==> config.mk <==
export PLATFORM = sky130hd
export DESIGN_NAME = sorted_list_engine
export DESIGN_NICKNAME = d
export VERILOG_FILES = /design/src/hw/rtl/slist_pkg.sv /design/src/hw/rtl/slist_cell.sv /design/src/hw/rtl/sorted_list_engine.sv
export SDC_FILE = /design/constraint.sdc
export NUM_CORES = 2
export LEC_CHECK = 0
export ABC_AREA = 1
export BUFFER_PORTS_ARGS = -buffer_cell sky130_fd_sc_hd__clkbuf_2
export CORE_MARGIN = 4
export CORE_UTILIZATION = 40
export CTS_BUF_LIST = sky130_fd_sc_hd__clkbuf_8
export CTS_CLUSTER_SIZE = 40
export DETAILED_ROUTE_END_ITERATION = 7
export PLACE_DENSITY = 0.62
export SYNTH_ARGS = -nofsm -noshare
export SYNTH_HDL_FRONTEND = slang
export SYNTH_SLANG_ARGS = --single-unit
==> constraint.sdc <==
create_clock -name aclk -period 4.7 [get_ports aclk]
set_input_delay 0.47 -clock aclk [delete_from_list [all_inputs] [get_ports aclk]]
set_output_delay 0.47 -clock aclk [all_outputs]
set_load 0.01 [all_outputs]
==> src/hw/rtl/slist_pkg.sv <==
// ----------------------------------------------------------------------------
// slist_pkg
// Shared constants and types for the sorted list engine: operation and
// status codes, default sizes and the shift control bundle sent to the cells.
// ----------------------------------------------------------------------------
package slist_pkg;

    // Default sizes.
    localparam int DEFAULT_CAPACITY   = 16;
    localparam int DEFAULT_VALUE_BITS = 32;

    // Field widths that are fixed by the interface.
    localparam int OP_W     = 2;
    localparam int STATUS_W = 2;

    // Operation codes.
    localparam logic [OP_W-1:0] OP_LOOKUP = 2'd0;
    localparam logic [OP_W-1:0] OP_INSERT = 2'd1;
    localparam logic [OP_W-1:0] OP_REMOVE = 2'd2;

    // Status codes.
    localparam logic [STATUS_W-1:0] ST_DONE   = 2'd0;
    localparam logic [STATUS_W-1:0] ST_ABSENT = 2'd1;
    localparam logic [STATUS_W-1:0] ST_EMPTY  = 2'd2;
    localparam logic [STATUS_W-1:0] ST_FULL   = 2'd3;

    // Shift control broadcast to every cell.
    typedef struct packed {
        logic insert_en;
        logic remove_en;
    } shift_ctrl_t;

endpackage

==> src/hw/rtl/slist_cell.sv <==
// ----------------------------------------------------------------------------
// slist_cell
// One slot of the sorted list. Compares its entry with the request key and
// shifts toward or away from its neighbors when an entry is inserted or
// removed in front of it.
// ----------------------------------------------------------------------------
module slist_cell #(
    parameter int VALUE_BITS = slist_pkg::DEFAULT_VALUE_BITS
) (
    input  logic                         aclk,
    input  slist_pkg::shift_ctrl_t       ctrl,
    input  logic                         active,
    input  logic signed [VALUE_BITS-1:0] key,
    input  logic signed [VALUE_BITS-1:0] left_value,
    input  logic signed [VALUE_BITS-1:0] right_value,
    input  logic                         lt_prev,
    output logic                         lt,
    output logic                         eq,
    output logic signed [VALUE_BITS-1:0] value
);

    logic signed [VALUE_BITS-1:0] value_reg;
    logic signed [VALUE_BITS-1:0] value_next;

    // Compare the held entry with the key; slots beyond the count stay quiet.
    assign lt    = active && (value_reg < key);
    assign eq    = active && (value_reg == key);
    assign value = value_reg;

    // Every slot at or after the insert point moves one place up, and the
    // insert point itself takes the key. On a remove, every slot at or after
    // the matching entry takes its right neighbor.
    always_comb begin
        value_next = value_reg;
        if (ctrl.insert_en && !lt) begin
            value_next = lt_prev ? key : left_value;
        end else if (ctrl.remove_en && !lt) begin
            value_next = right_value;
        end
    end

    always_ff @(posedge aclk) begin
        value_reg <= value_next;
    end

endmodule

==> src/hw/rtl/sorted_list_engine.sv <==
// ----------------------------------------------------------------------------
// sorted_list_engine
// A result is registered in the output stage when its request is accepted.
// Throughput: one request per cycle while no result is stalled; every cell compares
// and shifts in the same cycle, so the row of cells sets the rate and needs no iteration.
// Reset: synchronous active-low reset empties the list and the output stage;
// the stored entries themselves are not cleared.
// ----------------------------------------------------------------------------
module sorted_list_engine #(
    parameter int CAPACITY   = slist_pkg::DEFAULT_CAPACITY,
    parameter int VALUE_BITS = slist_pkg::DEFAULT_VALUE_BITS,
    parameter int CNT_W      = $clog2(CAPACITY + 1)
) (
    input  logic                               aclk,
    input  logic                               aresetn,
    input  logic                               s_valid,
    output logic                               s_ready,
    input  logic [slist_pkg::OP_W-1:0]         s_operation,
    input  logic signed [VALUE_BITS-1:0]       s_value,
    output logic                               m_valid,
    input  logic                               m_ready,
    output logic                               m_found,
    output logic [slist_pkg::STATUS_W-1:0]     m_status,
    output logic [CNT_W-1:0]                   m_entry_count
);

    slist_pkg::shift_ctrl_t ctrl;

    logic [CAPACITY-1:0]          lt_vec;
    logic [CAPACITY-1:0]          eq_vec;
    logic [CAPACITY-1:0]          active_vec;
    logic signed [VALUE_BITS-1:0] cell_value [CAPACITY];

    logic [CNT_W-1:0] count_reg;
    logic [CNT_W-1:0] count_next;

    logic                           m_valid_reg;
    logic                           m_valid_next;
    logic                           m_found_reg;
    logic                           m_found_next;
    logic [slist_pkg::STATUS_W-1:0] m_status_reg;
    logic [slist_pkg::STATUS_W-1:0] m_status_next;
    logic [CNT_W-1:0]               m_count_reg;

    logic accept;
    logic found_any;
    logic list_full;
    logic list_empty;

    // A new request is taken whenever the output stage is free or draining.
    assign s_ready = !m_valid_reg || m_ready;
    assign accept  = s_valid && s_ready;

    // Row of cells; each hands its entry to both neighbors.
    for (genvar i = 0; i < CAPACITY; i++) begin : g_cell
        logic                         lt_prev;
        logic signed [VALUE_BITS-1:0] left_value;
        logic signed [VALUE_BITS-1:0] right_value;

        assign active_vec[i] = (CNT_W'(i) < count_reg);

        if (i == 0) begin : g_first
            assign lt_prev    = 1'b1;
            assign left_value = s_value;
        end else begin : g_inner
            assign lt_prev    = lt_vec[i-1];
            assign left_value = cell_value[i-1];
        end

        if (i == CAPACITY - 1) begin : g_last
            assign right_value = cell_value[i];
        end else begin : g_body
            assign right_value = cell_value[i+1];
        end

        slist_cell #(
            .VALUE_BITS (VALUE_BITS)
        ) u_cell (
            .aclk        (aclk),
            .ctrl        (ctrl),
            .active      (active_vec[i]),
            .key         (s_value),
            .left_value  (left_value),
            .right_value (right_value),
            .lt_prev     (lt_prev),
            .lt          (lt_vec[i]),
            .eq          (eq_vec[i]),
            .value       (cell_value[i])
        );
    end

    assign found_any  = |eq_vec;
    assign list_full  = (count_reg == CNT_W'(CAPACITY));
    assign list_empty = (count_reg == '0);

    // Decode the request and work out the shift, the result and the new count.
    always_comb begin
        ctrl          = '0;
        m_found_next  = 1'b0;
        m_status_next = slist_pkg::ST_DONE;
        count_next    = count_reg;
        unique case (s_operation)
            slist_pkg::OP_LOOKUP: begin
                m_found_next = found_any;
            end
            slist_pkg::OP_INSERT: begin
                if (list_full) begin
                    m_status_next = slist_pkg::ST_FULL;
                end else begin
                    ctrl.insert_en = accept;
                    count_next     = count_reg + CNT_W'(1);
                end
            end
            slist_pkg::OP_REMOVE: begin
                if (list_empty) begin
                    m_status_next = slist_pkg::ST_EMPTY;
                end else if (!found_any) begin
                    m_status_next = slist_pkg::ST_ABSENT;
                end else begin
                    ctrl.remove_en = accept;
                    count_next     = count_reg - CNT_W'(1);
                end
            end
            default: begin
            end
        endcase
    end

    // Output stage valid flag.
    always_comb begin
        m_valid_next = m_valid_reg;
        if (accept) begin
            m_valid_next = 1'b1;
        end else if (m_ready) begin
            m_valid_next = 1'b0;
        end
    end

    // Control state.
    always_ff @(posedge aclk) begin
        if (!aresetn) begin
            count_reg   <= '0;
            m_valid_reg <= 1'b0;
        end else begin
            m_valid_reg <= m_valid_next;
            if (accept) begin
                count_reg <= count_next;
            end
        end
    end

    // Result payload.
    always_ff @(posedge aclk) begin
        if (accept) begin
            m_found_reg  <= m_found_next;
            m_status_reg <= m_status_next;
            m_count_reg  <= count_next;
        end
    end

    assign m_valid       = m_valid_reg;
    assign m_found       = m_found_reg;
    assign m_status      = m_status_reg;
    assign m_entry_count = m_count_reg;

`ifndef NO_ASSERTIONS
    // The count never goes past the number of cells.
    a_count_bound: assert property (@(posedge aclk) disable iff (!aresetn)
        count_reg <= CNT_W'(CAPACITY))
        else $error("entry count exceeds capacity");

    // Entries below the key form a prefix of the row, so the list stays sorted.
    a_sorted_prefix: assert property (@(posedge aclk) disable iff (!aresetn)
        (lt_vec & ~{lt_vec[CAPACITY-2:0], 1'b1}) == '0)
        else $error("cells below the key are not a contiguous prefix");

    // A stalled result blocks new requests, so the list must not change.
    a_stall_holds: assert property (@(posedge aclk) disable iff (!aresetn)
        (m_valid && !m_ready) |=> $stable(count_reg))
        else $error("list changed while a result was stalled");

    // A refused insert is only reported when every cell is in use.
    a_full_status: assert property (@(posedge aclk) disable iff (!aresetn)
        (m_valid && m_status == slist_pkg::ST_FULL) |-> m_entry_count == CNT_W'(CAPACITY))
        else $error("full status reported with free cells");
`endif

endmodule

; ---- After elaboration in Yosys (flattened, before gate mapping)
; Index checks and enable logic that the tools add are counted.
[op_classes]
reduce_logical = 101
n_mux = 60
div_mod_pow = 0
eq_ne = 19
magnitude_cmp = 32
shifts = 0
multipliers = 0
addsub = 2
bitwise = 0
[ops]
columns = cell, count
row1 = 2-to-1 mux 32 bit, 45
row2 = equality test 32 bit, 16
row3 = < comparator 32 bit, 16
row4 = logical AND 1 bit, 64
row5 = "< comparator 4 x 5 -> 1 bit, first input constant", 8
row6 = nonzero test 2 bit, 16
row7 = "< comparator 3 x 5 -> 1 bit, first input constant", 4
row8 = zero test 1 bit, 17
row9 = OR reduction 16 bit, 1
row10 = 2-to-1 mux 5 bit, 3
row11 = "< comparator 1 x 5 -> 1 bit, first input constant", 2
row12 = "< comparator 2 x 5 -> 1 bit, first input constant", 2
row13 = case mux 5 bit (2 select lines), 1
row14 = 2-to-1 mux 1 bit, 8
row15 = "adder 5 x 1 -> 5 bit, second input constant", 1
row16 = "equality test 5 bit, second input constant", 1
row17 = zero test 5 bit, 1
row18 = "subtractor 5 x 1 -> 5 bit, second input constant", 1
row19 = 2-to-1 mux 2 bit, 2
row20 = case mux 2 bit (2 select lines), 1
row21 = "equality test 2 x 1 -> 1 bit, second input constant", 1
row22 = "equality test 2 bit, second input constant", 1
row23 = zero test 2 bit, 1
row24 = logical OR 1 bit, 1
[totals]
mem_bits_rw = 0
in_bits = 38
wordCells = 235
latch_bits = 0
n_memories = 0
romBits = 0
regBits = 526

; ---- Longest topological paths before layout
[logic_depth]
word_depth = 9
ltp_mapped = 19
mapped_depth_nobuf = 18

; ---- Hierarchy
; A second synthesis with hierarchy kept.
[hier_totals]
cells_unflattened = 5845
hier_area_um2 = 43496.7
[by_module_without_submodules]
columns = mod, cells_per_inst, seq_area_each_um2, instances, area_each_um2
row1 = slist_cell, 355, 960.9, 16, 2647.5
row2 = sorted_list_engine, 165, 360.3, 1, 1136.1

; ---- Least setup slack after synthesis
; Ideal clock, no wire load.
[synth_timing]
kind = in2reg
from = input port s_value[11]
to = register g_cell[15].u_cell.value_reg[0], enable pin
setup_time_ns = 0.432
t_arrival_ns = 3.917
stages = 11
setup_slack_ns = 0.352
cell_sequence = inv_1 clkbuf_1 ha_1 a21oi_1 o21ai_0 nand2_1 o211ai_1 o21ai_0 nand2_1 or2_2 a21oi_1
[synth_between]
elab_chain_cells = 4
[synth_lines]
columns = item, line
row1 = start: declaration, sorted_list_engine.sv:19  ; input logic signed [VALUE_BITS-1:0] s_value,
row2 = < comparator 32 bit, slist_cell.sv:26  ; assign lt = active && (value_reg < key);
row3 = logical AND 1 bit, slist_cell.sv:26
row4 = zero test 1 bit, slist_cell.sv:35  ; if (ctrl.insert_en && !lt) begin
row5 = logical AND 1 bit, slist_cell.sv:35
row6 = end signal: assignment, slist_cell.sv:43  ; value_reg <= value_next;
row7 = end: declaration, slist_cell.sv:22  ; logic signed [VALUE_BITS-1:0] value_reg;
; Every way passes these cells.
; A chain may end at the register's enable or synchronous reset.

; ---- Worst setup path after layout
[layout_timing]
from = register count_reg[0]
to = register g_cell[3].u_cell.value_reg[3], data pin
[layout_between]
elab_chain_cells = 5
word_cells_on_any_way = 11
[layout_lines]
columns = item, line
row1 = start: declaration, sorted_list_engine.sv:34  ; logic [CNT_W-1:0] count_reg;
row2 = start signal: assignment, sorted_list_engine.sv:147  ; count_reg <= count_next;
row3 = < comparator 2 x 5 -> 1 bit / equality test 5 bit (equally long branches), "sorted_list_engine.sv:60, sorted_list_engine.sv:93"
row4 = logical AND 1 bit / 2-to-1 mux 1 bit (equally long branches), "slist_cell.sv:26, sorted_list_engine.sv:107"
row5 = zero test 1 bit / 2-to-1 mux 1 bit (equally long branches), "slist_cell.sv:35, sorted_list_engine.sv:102"
row6 = logical AND 1 bit, slist_cell.sv:35
row7 = 2-to-1 mux 32 bit *, slist_cell.sv:35
row8 = via g_cell[3].u_cell.value_next[3], slist_cell.sv:23  ; logic signed [VALUE_BITS-1:0] value_next;
row9 = end signal: assignment, slist_cell.sv:43
row10 = end: declaration, slist_cell.sv:22
; The timed path passes the listed nets; every way through them passes the cells marked *.

==> reports/results.ini <==
[global_routing]
grt_pass1_wl_um = 199000
grt_antenna_before_repair = 3
grt_max_degree = 66
number_of_global_route_vias_before_repair = 34490
grtUsageTotal = 0.234
grt-ovfl-total = 0

[placed_design]
dp_slack_ps = 554
gp_routability_congestion = 0.899
port-buffer-count = 47
detailed_place_hpwl_um = 99100

[layout]
areaGrowthSynthToFinish_pct = 9.62
largest_register_ff_count = 512
layout-drive-gt1-share = 0.0739
nNetsFinal = 5893
fillers = 10191

[clocking]
cts-hold-fix-buffers = 1
clk_transition_reported_paths_ps = 60
cts_max_level = 3
cts_setup_buffers = 0
cts_tree = done
postCtsResizedCells = 0
maximum_clock_insertion_buffer_count = 3
clkLatencyLatePin_ps = 720
tritoncts.num_buffers = 97
clock_tree.root_cell = clkbuf_8
cts_num_sinks = 526

[floorplanning]
ios = 48
fp.dieW_um = 326
die-area_mm2 = 0.106
core_area_mm2 = 0.100
floorplan.die.height_um = 326
start_util = 0.404
floorplan_row_count = 116

[setup_path]
timing.critical_path.required_ps = 5160
worst_path_most_repeated_cell = nand2_1
ff2ff_path_depth = 9
timing.critical_path.slowest_cell_delay_ps = 640
worst_path_class_setup = reg2reg
cp_num_buf_inv = 3
worstPathCellList = inv_1, ha_1, a31oi_1, nand2_1, buf_4, nor2_4, inv_2, nand2_1, nand2_1
timing.critical_path.slowest_stage_cell = nor2_4
worstSetupEndpointType = register
critical_path.startpoint_type = register
timing.critical_path.arrival_ps = 4210
path_max_fanout = 33
critical_path_depth = 9
cp_top_family = buffers and inverters

[sta]
final-hold-violation-count = 0
maxClockFrequency_mhz = 267
fin_crit_ps = 3750
timing.final.setup_violations = 0
grt_setup_unrepaired = no
worst_clock_skew_ps = 21.0
post_layout_worst_setup_margin_ps = 950
slew-limit-headroom = 0.128
slew_viol_final = 0
fin_setup_tns_ps = 0
max_slew.worst_pin.slew_ps = 1290
final_min_period_over_clock_period = 0.798

[synthesis]
synth_simple_gate_area_frac = 0.302
synthFlopType = edfxtp_1
async_flop_share = 0
yosysWarnings = 0
combinational_family_with_the_most_area_after_synthesis = simple AND/OR/NAND/NOR gates
yosys-mux-area-fraction = 0
syn_area_per_cell_um2 = 7.64
post_synth_instance_area_mm2 = 0.0404
syn_nets = 5846
synthesis.instances = 5289
adder_cell_share_of_the_synthesized_area = 0.161
post_synth_edffs = 520
yosys.area_share.xor_xnor = 0.000867
count_of_different_cell_masters_after_synthesis = 49
postSynthRegisterBits = 526
post_synthesis_compound_gate_area_fraction = 0.104
synth.yosys.seq_area_share = 0.389

[drt]
route.final.wire_length_um = 128000
viasPerCell = 5.38
initialDrtViolationCount = 3354
drt_first_pass_iters = 6
drt-wirelength-per-cell_um = 19.0
via_count = 36099
drt.antenna.violating_nets = 0
drt_drc_violations_left = 0

[run_status]
outcome = finished, final reports clean

[worst_hold_path]
hold_depth = 4
hold_path.class = in2reg

[pwr]
power.ir.vdd_worst_mv = 0.160
cellPowerDensity_mw_per_mm2 = 278
cellLeakagePower_nw = 20.7

[job]
max_cap_viol_count = 0

## kinds of logic after synthesis
family          Yosys count
simple gates           3025
compound gates          807
fa+ha+maj               519
buf+inv                 408
xor+xnor                  4
flops                   526
## synthesized netlist by cell type, types with 2 or more instances
| cell | instances | area [um2] |
|---|---|---|
| o21ai_0 | 424 | 2120 |
| nand2_1 | 2488 | 9340 |
| nand3b_2 | 2 | 22.5 |
| nand2_2 | 14 | 87.6 |
| o41ai_1 | 4 | 35.0 |
| o21a_1 | 5 | 37.5 |
| dfxtp_1 | 6 | 120 |
| clkinv_1 | 3 | 11.3 |
| o21ai_2 | 2 | 17.5 |
| nor4_1 | 3 | 18.8 |
| buf_1 | 6 | 22.5 |
| and2_1 | 4 | 25.0 |
| nand3_2 | 10 | 100 |
| nor2_1 | 223 | 837 |
| edfxtp_1 | 520 | 15600 |
| a21o_1 | 3 | 22.5 |
| a31oi_1 | 5 | 31.3 |
| nand3_4 | 2 | 35.0 |
| nor3_1 | 6 | 30.0 |
| o21bai_1 | 2 | 15.0 |
| clkbuf_1 | 104 | 390 |
| nor2_4 | 8 | 90.1 |
| nor2_2 | 9 | 56.3 |
| o211ai_1 | 18 | 135 |
| buf_6 | 5 | 56.3 |
| buf_2 | 124 | 621 |
| buf_4 | 16 | 120 |
| a211oi_1 | 9 | 67.6 |
| nand4_1 | 172 | 1080 |
| inv_1 | 128 | 480 |
| inv_2 | 21 | 78.8 |
| nand3_1 | 69 | 345 |
| a21oi_1 | 286 | 1430 |
| a211o_1 | 3 | 26.3 |
| ha_1 | 519 | 6490 |
| xor2_1 | 3 | 26.3 |
| o21ai_1 | 41 | 205 |
| nand3b_1 | 11 | 82.6 |
## per-layer routing
metal  vias up  track usage  routed length, um
li1      18083            -                  -
met1     16527        0.338              59100
met2      1306        0.363              54900
met3       183       0.0397              10500
met4         0       0.0667               2970
met5         -            0                  0
## stage by stage
step / hold WS (ps) / total power [mW] / instance area, um2 / cells / utilization
after floorplan: 513 / 7.41 / 40400 / 5289 / -
after global placement: 512 / 8.24 / 42600 / 6534 / 0.425
after detailed placement: 519 / 8.29 / 42600 / 6534 / 0.425
after CTS: 0.114 / 12.4 / 44300 / 6710 / 0.442
after global routing: 49.6 / 13.0 / 44300 / 6712 / 0.443
final: 68.2 / 12.3 / 44300 / 6713 / 0.443
## power breakdown
group / switching (mW) / internal, mW / leakage (nW)
combinational: 1.88 / 0.833 / 14.8
sequential: 0.144 / 5.39 / 4.81
clock: 2.03 / 2.05 / 1.07
## area by class of cell
cell class / instances / area [um2] / area share
clock inverters: 69 / 269 / 0.00607
well taps: 1298 / 1620 / 0.0366
inverters: 153 / 577 / 0.0130
clock buffers: 106 / 1460 / 0.0329
repair buffers: 203 / 1660 / 0.0374
flip-flops and latches: 526 / 15700 / 0.355
diodes: 3 / 7.51 / 0.000169
multi-input cells: 4355 / 23000 / 0.519
## cells in the final DEF (no fill, tap or decap), types with 18 or more instances in the layout
cell type | Yosys | layout
a21oi_1 | 286 | 285
buf_12 | 0 | 20
buf_4 | 16 | 135
clkbuf_2 | 0 | 47
clkbuf_8 | 0 | 106
edfxtp_1 | 520 | 520
ha_1 | 519 | 519
inv_1 | 128 | 180
inv_2 | 21 | 21
nand2_1 | 2488 | 2488
nand3_1 | 69 | 63
nand4_1 | 172 | 172
nor2_1 | 223 | 215
o211ai_1 | 18 | 18
o21ai_0 | 424 | 424
o21ai_1 | 41 | 41
## worst register-to-register path, stage by stage, from the launching register on
cell     delay, ps
dfxtp_1        530
inv_1          390
ha_1           380
a31oi_1        490
nand2_1        100
buf_4          270
nor2_4         670
inv_2          450
nand2_1        160
nand2_1         70
## worst paths after layout
| path | to | slack (ps) | startpoint |
|---|---|---|---|
| max | g_cell[3].u_cell.value[3] | 950 | count_reg[0] |
| max reg2reg | g_cell[3].u_cell.value[3] | 950 | count_reg[0] |
| min reg2reg | m_valid | 540 | m_valid |
| min | m_valid | 70 | m_ready |
No activity file was read; power rests on OpenSTA's default activity.
